===== config.mk =====
export PLATFORM = sky130hd
export DESIGN_NAME = decimal_fixed_point_power
export DESIGN_NICKNAME = d
export VERILOG_FILES = /design/src/rtl/dfp_pkg.sv /design/src/rtl/dfp_bcd_adder.sv /design/src/rtl/decimal_fixed_point_power.sv
export SDC_FILE = /design/constraint.sdc
export NUM_CORES = 2
export LEC_CHECK = 0
export BUFFER_PORTS_ARGS = -buffer_cell sky130_fd_sc_hd__buf_2
export CAP_MARGIN = 25
export CORE_AREA = 2 2 340 342
export DETAILED_ROUTE_END_ITERATION = 10
export DIE_AREA = 0 0 342 344
export PLACE_DENSITY_LB_ADDON = 0.3
export SYNTH_ARGS = -nofsm -noshare
export SYNTH_HDL_FRONTEND = slang
export SYNTH_HIERARCHICAL = 1
export SYNTH_SLANG_ARGS = --single-unit

===== constraint.sdc =====
create_clock -name clock -period 28.4 [get_ports clock]
set_input_delay 1.42 -clock clock [delete_from_list [all_inputs] [get_ports clock]]
set_output_delay 1.42 -clock clock [all_outputs]
set_load 0.005 [all_outputs]

===== src/rtl/dfp_pkg.sv =====
// ----------------------------------------------------------------------------
// dfp_pkg
// Types, constants and helpers shared by the decimal fixed-point power block.
// ----------------------------------------------------------------------------
package dfp_pkg;

   localparam int BASE_DIGITS      = 6;
   localparam int BASE_W           = 24;
   localparam int FRAC_W           = 3;
   localparam int EXP_W            = 6;
   localparam int GROUP_DIGITS     = 16;
   localparam int MAX_GROUPS       = 16;
   localparam int GROUP_W          = GROUP_DIGITS * 4;
   localparam int GIDX_W           = 4;
   localparam int SIG_W            = 9;
   localparam int POINT_W          = 8;
   localparam int POINT_FULL_W     = FRAC_W + EXP_W;
   localparam int ACC_DIGITS       = BASE_DIGITS + 1;
   localparam int ACC_W            = ACC_DIGITS * 4;
   localparam int BSEL_W           = $clog2(BASE_DIGITS);
   localparam int MULT_ENTRIES     = 10;
   localparam int MAX_DIGITS_DEF   = 256;
   localparam int MAX_EXPONENT_DEF = 32;

   typedef struct packed {
      logic [BASE_W-1:0] base_bcd;
      logic [FRAC_W-1:0] base_fraction_digits;
      logic [EXP_W-1:0]  exponent;
   } req_type;

   typedef struct packed {
      logic [GROUP_W-1:0] digit_group;
      logic [GIDX_W-1:0]  group_index;
      logic [SIG_W-1:0]   significant_digits;
      logic [POINT_W-1:0] point_position;
      logic               last;
   } rsp_type;

   typedef enum logic [2:0] {
      ST_IDLE,
      ST_STRIP,
      ST_TABLE,
      ST_LOAD,
      ST_PASS,
      ST_FILL,
      ST_SEND
   } state_type;

   function automatic logic group_is_bcd(input logic [GROUP_W-1:0] g);
      logic ok;
      ok = 1'b1;
      for (int i = 0; i < GROUP_DIGITS; i++) begin
         if (g[4*i +: 4] > 4'd9) ok = 1'b0;
      end
      return ok;
   endfunction

endpackage


===== src/rtl/dfp_bcd_adder.sv =====
// ----------------------------------------------------------------------------
// dfp_bcd_adder
// Ripple decimal adder over the accumulator width, shared by the table build
// and the digit-by-row multiply.
// ----------------------------------------------------------------------------
module dfp_bcd_adder (
   input  logic [dfp_pkg::ACC_W-1:0] a,
   input  logic [dfp_pkg::ACC_W-1:0] b,
   output logic [dfp_pkg::ACC_W-1:0] sum
);
   import dfp_pkg::*;

   always_comb begin
      logic       c;
      logic [4:0] s;
      c   = 1'b0;
      sum = '0;
      for (int i = 0; i < ACC_DIGITS; i++) begin
         s = {1'b0, a[4*i +: 4]} + {1'b0, b[4*i +: 4]} + {4'b0, c};
         if (s > 5'd9) begin
            s = s - 5'd10;
            c = 1'b1;
         end else begin
            c = 1'b0;
         end
         sum[4*i +: 4] = s[3:0];
      end
   end

endmodule


===== src/rtl/decimal_fixed_point_power.sv =====
// one transaction at a time, req_ready low until the last group leaves
// each pass streams the product digit memory through one bcd row adder
// reset clears the sequencer only; the digit memory is not cleared
// ----------------------------------------------------------------------------
// decimal_fixed_point_power
// Raises a short decimal fixed-point number to an integer power by repeated
// digit-by-row multiplication and returns the product as bcd groups.
// ----------------------------------------------------------------------------
module decimal_fixed_point_power #(
   parameter int MAX_DIGITS   = dfp_pkg::MAX_DIGITS_DEF,
   parameter int MAX_EXPONENT = dfp_pkg::MAX_EXPONENT_DEF
) (
   input  logic             clock,
   input  logic             reset,
   input  logic             req_valid,
   output logic             req_ready,
   input  dfp_pkg::req_type req_data,
   output logic             rsp_valid,
   input  logic             rsp_ready,
   output dfp_pkg::rsp_type rsp_data
);
   import dfp_pkg::*;

   localparam int AW = $clog2(MAX_DIGITS);
   localparam int IW = (AW + 1 > 9) ? AW + 1 : 9;
   localparam int LW = $clog2(MAX_DIGITS + 1);
   localparam int SW = ((LW > POINT_FULL_W) ? LW : POINT_FULL_W) + 1;

   function automatic logic [LW-1:0] base_len(input logic [BASE_W-1:0] b);
      logic [LW-1:0] n;
      n = '0;
      for (int i = 0; i < BASE_DIGITS; i++) begin
         if (b[4*i +: 4] != 4'd0) n = LW'(i + 1);
      end
      return n;
   endfunction

   function automatic logic [4:0] group_count(input logic [LW-1:0] len,
                                              input logic [POINT_FULL_W-1:0] pt);
      logic [SW-1:0] span;
      logic [SW-1:0] g;
      span = SW'(len);
      if (SW'(pt) > span) span = SW'(pt);
      if (span == '0) span = SW'(1);
      g = (span + SW'(GROUP_DIGITS - 1)) >> 4;
      if (g > SW'(MAX_GROUPS)) g = SW'(MAX_GROUPS);
      return 5'(g);
   endfunction

   state_type state_ff, state_in;

   logic [BASE_W-1:0]       base_ff, base_in;
   logic [FRAC_W-1:0]       frac_ff, frac_in;
   logic [EXP_W-1:0]        expo_ff, expo_in;
   logic [POINT_FULL_W-1:0] point_ff, point_in;
   logic [LW-1:0]           len_ff, len_in;
   logic [LW-1:0]           newlen_ff, newlen_in;
   logic [EXP_W-1:0]        pass_ff, pass_in;
   logic [IW-1:0]           idx_ff, idx_in;
   logic                    wb_valid_ff, wb_valid_in;
   logic [IW-1:0]           wb_idx_ff, wb_idx_in;
   logic [ACC_W-1:0]        carry_ff, carry_in;
   logic [ACC_W-1:0]        acc_ff, acc_in;
   logic [ACC_W-1:0]        mult_ff [MULT_ENTRIES];
   logic [ACC_W-1:0]        mult_in [MULT_ENTRIES];
   logic [3:0]              tk_ff, tk_in;
   logic [GIDX_W-1:0]       grp_ff, grp_in;
   logic [4:0]              groups_ff, groups_in;
   logic [4:0]              iss_ff, iss_in;
   logic [3:0]              cap_ff, cap_in;
   logic [GROUP_W-1:0]      group_ff, group_in;
   logic [3:0]              rd_data_ff;

   logic [3:0]              mem [MAX_DIGITS];
   logic                    mem_we;
   logic [AW-1:0]           mem_wa;
   logic [3:0]              mem_wd;

   logic [ACC_W-1:0]        add_a, add_b, add_sum;
   logic [3:0]              digit_m, mult_sel;
   logic [IW:0]             limit;
   logic                    issue;
   logic [BASE_W-1:0]       sat_base;
   logic                    last_grp;
   logic [LW+SIG_W-1:0]     len_x;

   dfp_bcd_adder u_adder (
      .a   (add_a),
      .b   (add_b),
      .sum (add_sum)
   );

   always_comb begin
      for (int i = 0; i < BASE_DIGITS; i++) begin
         sat_base[4*i +: 4] = (req_data.base_bcd[4*i +: 4] > 4'd9) ? 4'd9
                                                                  : req_data.base_bcd[4*i +: 4];
      end
   end

   assign digit_m  = ((IW+1)'(wb_idx_ff) < (IW+1)'(len_ff)) ? rd_data_ff : 4'd0;
   assign mult_sel = (digit_m > 4'd9) ? 4'd9 : digit_m;
   assign add_a    = (state_ff == ST_TABLE) ? acc_ff : mult_ff[mult_sel];
   assign add_b    = (state_ff == ST_TABLE) ? {4'd0, base_ff} : carry_ff;
   assign last_grp = ({1'b0, grp_ff} == groups_ff - 5'd1);

   always_comb begin
      limit = (IW+1)'(len_ff) + (IW+1)'(BASE_DIGITS);
      if (limit > (IW+1)'(MAX_DIGITS)) limit = (IW+1)'(MAX_DIGITS);
   end

   always_comb begin
      state_in    = state_ff;
      base_in     = base_ff;
      frac_in     = frac_ff;
      expo_in     = expo_ff;
      point_in    = point_ff;
      len_in      = len_ff;
      newlen_in   = newlen_ff;
      pass_in     = pass_ff;
      idx_in      = idx_ff;
      wb_valid_in = 1'b0;
      wb_idx_in   = idx_ff;
      carry_in    = carry_ff;
      acc_in      = acc_ff;
      mult_in     = mult_ff;
      tk_in       = tk_ff;
      grp_in      = grp_ff;
      groups_in   = groups_ff;
      iss_in      = iss_ff;
      cap_in      = cap_ff;
      group_in    = group_ff;
      mem_we      = 1'b0;
      mem_wa      = wb_idx_ff[AW-1:0];
      mem_wd      = add_sum[3:0];
      issue       = 1'b0;
      req_ready   = 1'b0;
      rsp_valid   = 1'b0;
      unique case (state_ff)
         ST_IDLE: begin
            req_ready = 1'b1;
            if (req_valid) begin
               base_in  = sat_base;
               frac_in  = (int'(req_data.base_fraction_digits) > BASE_DIGITS)
                          ? FRAC_W'(BASE_DIGITS) : req_data.base_fraction_digits;
               expo_in  = (int'(req_data.exponent) > MAX_EXPONENT)
                          ? EXP_W'(MAX_EXPONENT) : req_data.exponent;
               state_in = ST_STRIP;
            end
         end
         ST_STRIP: begin
            if (frac_ff != '0 && base_ff[3:0] == 4'd0) begin
               base_in = base_ff >> 4;
               frac_in = frac_ff - FRAC_W'(1);
            end else begin
               point_in   = (expo_ff == '0) ? '0
                            : {{EXP_W{1'b0}}, frac_ff} * {{FRAC_W{1'b0}}, expo_ff};
               len_in     = (expo_ff == '0) ? LW'(1) : base_len(base_ff);
               acc_in     = '0;
               mult_in[0] = '0;
               tk_in      = 4'd1;
               state_in   = ST_TABLE;
            end
         end
         ST_TABLE: begin
            mult_in[tk_ff] = add_sum;
            acc_in         = add_sum;
            tk_in          = tk_ff + 4'd1;
            if (tk_ff == 4'(MULT_ENTRIES - 1)) begin
               idx_in   = '0;
               state_in = ST_LOAD;
            end
         end
         ST_LOAD: begin
            mem_we = 1'b1;
            mem_wa = idx_ff[AW-1:0];
            if (expo_ff == '0) mem_wd = (idx_ff == '0) ? 4'd1 : 4'd0;
            else mem_wd = base_ff[4*idx_ff[BSEL_W-1:0] +: 4];
            idx_in = idx_ff + IW'(1);
            if (idx_ff == IW'(BASE_DIGITS - 1)) begin
               idx_in    = '0;
               pass_in   = EXP_W'(2);
               carry_in  = '0;
               newlen_in = '0;
               if (expo_ff < EXP_W'(2)) begin
                  grp_in    = '0;
                  iss_in    = '0;
                  cap_in    = '0;
                  groups_in = group_count(len_ff, point_ff);
                  state_in  = ST_FILL;
               end else begin
                  state_in = ST_PASS;
               end
            end
         end
         ST_PASS: begin
            issue       = ({1'b0, idx_ff} < limit);
            wb_valid_in = issue;
            if (issue) idx_in = idx_ff + IW'(1);
            if (wb_valid_ff) begin
               mem_we   = 1'b1;
               carry_in = add_sum >> 4;
               if (add_sum[3:0] != 4'd0) newlen_in = LW'(wb_idx_ff + IW'(1));
            end
            if (!issue && !wb_valid_ff) begin
               len_in = newlen_ff;
               idx_in = '0;
               if (pass_ff == expo_ff) begin
                  grp_in    = '0;
                  iss_in    = '0;
                  cap_in    = '0;
                  groups_in = group_count(newlen_ff, point_ff);
                  state_in  = ST_FILL;
               end else begin
                  pass_in   = pass_ff + EXP_W'(1);
                  carry_in  = '0;
                  newlen_in = '0;
               end
            end
         end
         ST_FILL: begin
            issue       = !iss_ff[4];
            wb_valid_in = issue;
            if (issue) begin
               idx_in = idx_ff + IW'(1);
               iss_in = iss_ff + 5'd1;
            end
            if (wb_valid_ff) begin
               group_in = {digit_m, group_ff[GROUP_W-1:4]};
               cap_in   = cap_ff + 4'd1;
               if (cap_ff == 4'd15) state_in = ST_SEND;
            end
         end
         ST_SEND: begin
            rsp_valid = 1'b1;
            if (rsp_ready) begin
               if (last_grp) begin
                  state_in = ST_IDLE;
               end else begin
                  grp_in   = grp_ff + GIDX_W'(1);
                  iss_in   = '0;
                  cap_in   = '0;
                  state_in = ST_FILL;
               end
            end
         end
         default: state_in = ST_IDLE;
      endcase
   end

   always_ff @(posedge clock) begin
      if (reset) begin
         state_ff    <= ST_IDLE;
         wb_valid_ff <= 1'b0;
      end else begin
         state_ff    <= state_in;
         wb_valid_ff <= wb_valid_in;
      end
   end

   always_ff @(posedge clock) begin
      base_ff   <= base_in;
      frac_ff   <= frac_in;
      expo_ff   <= expo_in;
      point_ff  <= point_in;
      len_ff    <= len_in;
      newlen_ff <= newlen_in;
      pass_ff   <= pass_in;
      idx_ff    <= idx_in;
      wb_idx_ff <= wb_idx_in;
      carry_ff  <= carry_in;
      acc_ff    <= acc_in;
      mult_ff   <= mult_in;
      tk_ff     <= tk_in;
      grp_ff    <= grp_in;
      groups_ff <= groups_in;
      iss_ff    <= iss_in;
      cap_ff    <= cap_in;
      group_ff  <= group_in;
   end

   // product digit memory
   always_ff @(posedge clock) begin
      if (mem_we) mem[mem_wa] <= mem_wd;
      rd_data_ff <= mem[idx_ff[AW-1:0]];
   end

   assign len_x = {{SIG_W{1'b0}}, len_ff};

   always_comb begin
      rsp_data                    = '0;
      rsp_data.digit_group        = group_ff;
      rsp_data.group_index        = grp_ff;
      rsp_data.significant_digits = len_x[SIG_W-1:0];
      rsp_data.point_position     = point_ff[POINT_W-1:0];
      rsp_data.last               = last_grp;
   end

`ifndef NO_ASSERTIONS
   a_busy_after_accept: assert property (@(posedge clock) disable iff (reset)
      req_valid && req_ready |=> !req_ready)
      else $error("request accepted while a transaction is in flight");

   a_group_is_bcd: assert property (@(posedge clock) disable iff (reset)
      rsp_valid |-> group_is_bcd(rsp_data.digit_group))
      else $error("result group holds a non-decimal digit");

   a_idle_after_last: assert property (@(posedge clock) disable iff (reset)
      rsp_valid && rsp_ready && rsp_data.last |=> req_ready && !rsp_valid)
      else $error("block not idle after final group");

   a_no_overlap: assert property (@(posedge clock) disable iff (reset)
      rsp_valid |-> !req_ready)
      else $error("input open while a result is pending");
`endif

endmodule


==> flow_results.org <==
** Flow run
- Max-cap violations in this run came to 0.

** Layout
- The filler cells instantiated in the layout total 7721.
- The net count of the finished layout is 4253.
- Proportion of layout cells with a drive suffix above 1 :: 19.9%
- Cells fill 64.3% of the core in the end.
- From synthesis to final layout, the design area changed by 11.3%.

** Worst setup path
- Critical Path Source Type :: flip-flop
- In this run the register-to-register setup slack is 10.78 ns.
- In this run the critical register-to-register path is captured at carry_ff[22].
- In this run the critical register-to-register path is launched from len_ff[4].
- The worst setup path is captured at a flip-flop.
- Arrival time of data at the critical path endpoint :: 18.23 ns
- The critical path is of the flip-flop to flip-flop type.
- Required time worst endpoint :: 29.01 ns
- Measured in cells, the most critical reg-to-reg path has a length of 68.
- On the worst path, the slowest cell contributes a delay of 0.71 ns.
- The largest individual stage delay along the critical path comes from the cell sky130_fd_sc_hd__a32oi_1.
- Most repeated library cell on the critical path :: sky130_fd_sc_hd__inv_1
- Crit path max fanout :: 15

** Global route
- First-pass GRT wire length :: 235 mm
- Entering global routing, the biggest net connects 257 pins.
- Global-route congestion overflow total :: 0
- Via count of the first global-routing pass :: 36508
- Initial antenna violation count :: 1
- Across every metal layer, demand over resource in global routing totals 26.9%.

** Routing
- Before antenna repair, the detailed router went through 8 iterations.
- Routed WL per cell :: 27.3 µm
- Total wire length :: 157 mm
- Vias after detailed routing :: 36695
- The detailed router finished its first iteration with 4372 violations.
- Via density per instance :: 6.39
- Post-route antenna net violation count :: 0
- Number of DRC violations after detailed routing :: 0

** Status
- Result of the run :: complete, no violations

** Die
- The floorplan step set the die height to 344 µm.
- Starting density of the core :: 57.8%
- Die W :: 342 µm
- DIE AREA :: 118000 µm²
- Row generation in the floorplan step produced 124 rows.
- For this design the top-level I/O count stands at 125.
- The core region is 114000 µm².

** STA
- Setup slack closes at 10.78 ns.
- Subtracting the final worst setup slack from the clock period gives 17.62 ns.
- Final hold viol count :: 0
- The number of slew-limit violations in the final report was 0.
- After layout, the worst path uses 62.1% of the clock period.
- Clock skew on the completed layout was measured at 0.0284 ns.
- Number of endpoints failing setup at the final stage :: 0
- Sum of negative setup slack :: 0 ns
- Setup repair after global routing left no endpoint under its margin.
- Slew at the pin with the worst max-slew slack :: 1.21 ns
- Derived from the worst setup path, the maximum achievable clock frequency is 56.7 MHz.
- Measured against its own limit, the worst slew margin works out to 18.3%.

** Placement
- The congestion estimate from routability-driven global placement came to 0.907.
- DP HPWL :: 92.5 mm
- Count of buffers from port buffering :: 124
- DP Worst Slack :: 11.02 ns

** Yosys
- Synth warnings :: 6
- Synthesis instantiated 77 different standard cells from the library.
- Synthesis handed over a netlist of 3953 instances.
- Share of async-settable or async-resettable flops after synthesis :: 0%
- Cell area after synthesis :: 65800 µm²
- In this run, synthesis inferred 1521 flip-flops with an integrated enable.
- Share of synthesized area occupied by flip-flops and latches :: 70.0%
- Net Count, Synth :: 4102
- Most common flop cell mapped by yosys :: sky130_fd_sc_hd__edfxtp_1
- Total of flip-flops plus latches after synthesis :: 1538
- Average cell area after synthesis :: 16.6 µm²

** Min path
- Capture endpoint of the worst hold path :: group_ff[26]
- Along the worst hold path, the cell count comes to 0.
- Worst Hold Launch :: group_ff[30]
- Kind of path behind the tightest hold check :: flip-flop to flip-flop

** Clock tree
- TritonCTS built the clock tree.
- The H-tree generated during clock tree synthesis spans 4 levels.
- In this run the deepest clock path goes through 3 buffers.
- Counting the buffers created by CTS gives 156.
- Post-CTS repair changed the size of 0 cells.
- CTS saw 1538 sinks.
- Number of post-CTS setup repair buffers :: 0
- Master cell of the clock root buffer :: sky130_fd_sc_hd__clkbuf_16
- Clock-pin slew on the worst setup and hold paths :: 0.06 ns
- Count of hold-fix buffers inserted at cts :: 0
- Clock latency reported for the late side of the worst-skew pair :: 0.78 ns
## cell usage in the layout (no fill, tap or decap), types with 15 or more instances in the layout
cell type and n:
sky130_fd_sc_hd__inv_1 89, sky130_fd_sc_hd__mux2i_1 139, sky130_fd_sc_hd__dfxtp_1 15, sky130_fd_sc_hd__nor2b_1 25
sky130_fd_sc_hd__and2_1 59, sky130_fd_sc_hd__edfxtp_1 1521, sky130_fd_sc_hd__fa_1 18, sky130_fd_sc_hd__clkinv_1 39
sky130_fd_sc_hd__ha_1 94, sky130_fd_sc_hd__nand2_1 354, sky130_fd_sc_hd__nor3_1 23, sky130_fd_sc_hd__xor2_1 25
sky130_fd_sc_hd__nand3b_1 25, sky130_fd_sc_hd__clkbuf_16 158, sky130_fd_sc_hd__a211oi_1 37, sky130_fd_sc_hd__and3_1 16
sky130_fd_sc_hd__o22ai_1 40, sky130_fd_sc_hd__xnor2_1 44, sky130_fd_sc_hd__buf_2 125, sky130_fd_sc_hd__a21oi_1 111
sky130_fd_sc_hd__mux4_2 316, sky130_fd_sc_hd__nand3_1 64, sky130_fd_sc_hd__buf_4 71, sky130_fd_sc_hd__a21o_1 21
sky130_fd_sc_hd__o21ai_0 34, sky130_fd_sc_hd__mux2_2 57, sky130_fd_sc_hd__a22oi_1 25, sky130_fd_sc_hd__nor2_1 377
sky130_fd_sc_hd__clkbuf_1 38, sky130_fd_sc_hd__clkinv_2 22
## layout make-up
| cell class | count | area, µm² | area share, % |
|---|---|---|---|
| Timing Repair Buffer | 208 | 1430 | 1.95 |
| Clock inverter | 92 | 828 | 1.13 |
| Multi-Input combinational cell | 2108 | 18600 | 25.4 |
| Antenna cell | 1 | 2.50 | 0.00342 |
| Sequential cell | 1538 | 46000 | 62.9 |
| Clock buffer | 196 | 4100 | 5.60 |
| Inverter | 92 | 345 | 0.472 |
| Tap cell | 1512 | 1890 | 2.58 |
## metal layers
layer	track usage [%]	part of all wire, %	vias up	wire, µm
li1	-	-	15724	-
met1	37.0	39	18666	61300
met2	43.6	49	1954	76300
met3	5.24	9.0	351	14200
met4	9.38	3.4	0	5300
met5	0	0	-	0
## kinds of logic after synthesis
kind of cell | after synthesis | share of synthesized area (%)
buffers and inverters | 307 | 2.02
muxes | 512 | 13.9
xor gates and xnor gates | 69 | 0.919
and+or+nand+nor | 1027 | 6.89
AOI/OAI and AO/OA | 388 | 3.96
DFF | 1538 | 70.0
adders and majority gates | 112 | 2.34
## how the worst max path moves through the flow
stage / start / endpoint / slack [ns] / cells after the start
2_1_floorplan: len_ff[5] / carry_ff[21] / 13.34 / 70
3_3_place_gp: len_ff[4] / carry_ff[22] / 11.63 / 68
3_5_place_dp: len_ff[4] / carry_ff[22] / 11.02 / 68
4_1_cts: len_ff[4] / carry_ff[22] / 10.95 / 68
5_1_grt: len_ff[4] / carry_ff[22] / 9.66 / 66
6_report: len_ff[4] / carry_ff[22] / 10.78 / 68
## sequential cells by signal, summed over array words and instances, names as in the netlist, 9 cells and up
| register | flops |
|---|---|
| base_ff | 24 |
| idx_ff | 9 |
| acc_ff | 28 |
| mult_ff | 280 |
| len_ff | 9 |
| wb_idx_ff | 9 |
| newlen_ff | 9 |
| group_ff | 64 |
| mem | 1024 |
| carry_ff | 28 |
| point_ff | 9 |
## cell usage after synthesis, drive strengths merged (14+ instances only)
cell	instances	share of area, %
and3	17	0.16
nor2b	26	0.25
dfxtp	17	0.52
nand3b	25	0.29
clkbuf	133	0.76
nand2	359	2.0
nand3	64	0.49
inv	90	0.51
and2	61	0.58
a21o	21	0.24
a22o	15	0.20
fa	18	0.55
xor2	25	0.33
buf	82	0.74
mux2	57	0.98
o22ai	40	0.38
nor3	31	0.24
mux2i	139	2.1
mux4	316	11
nand2b	14	0.13
nor2	379	2.2
edfxtp	1521	69
a21oi	113	0.87
xnor2	44	0.59
ha	94	1.8
o21ai	42	0.32
a211oi	37	0.42
a22oi	25	0.29
## per-stage QoR
stage | hold WS (ns) | cells | area [µm²]
2_1_floorplan | 0.371 | 3953 | 65800
3_3_place_gp | 0.430 | 5444 | 68000
3_5_place_dp | 0.426 | 5448 | 68100
4_1_cts | 0.445 | 5736 | 73000
5_1_grt | 0.464 | 5747 | 73200
6_report | 0.443 | 5747 | 73200
## critical path: cells and delay by family, from the launching register on
family / cells / cell delay (ns)
muxes: 1 / 0.16
and+or+nand+nor: 10 / 1.81
DFF: 1 / 0.45
AOI/OAI and AO/OA: 18 / 5.29
buffers and inverters: 16 / 2.08
xor gates and xnor gates: 1 / 0.34
adders and majority gates: 22 / 7.31
Power is left out: the tool's default activity adds up to more than one toggle a clock period on the data nets, which glitch-free logic cannot reach.
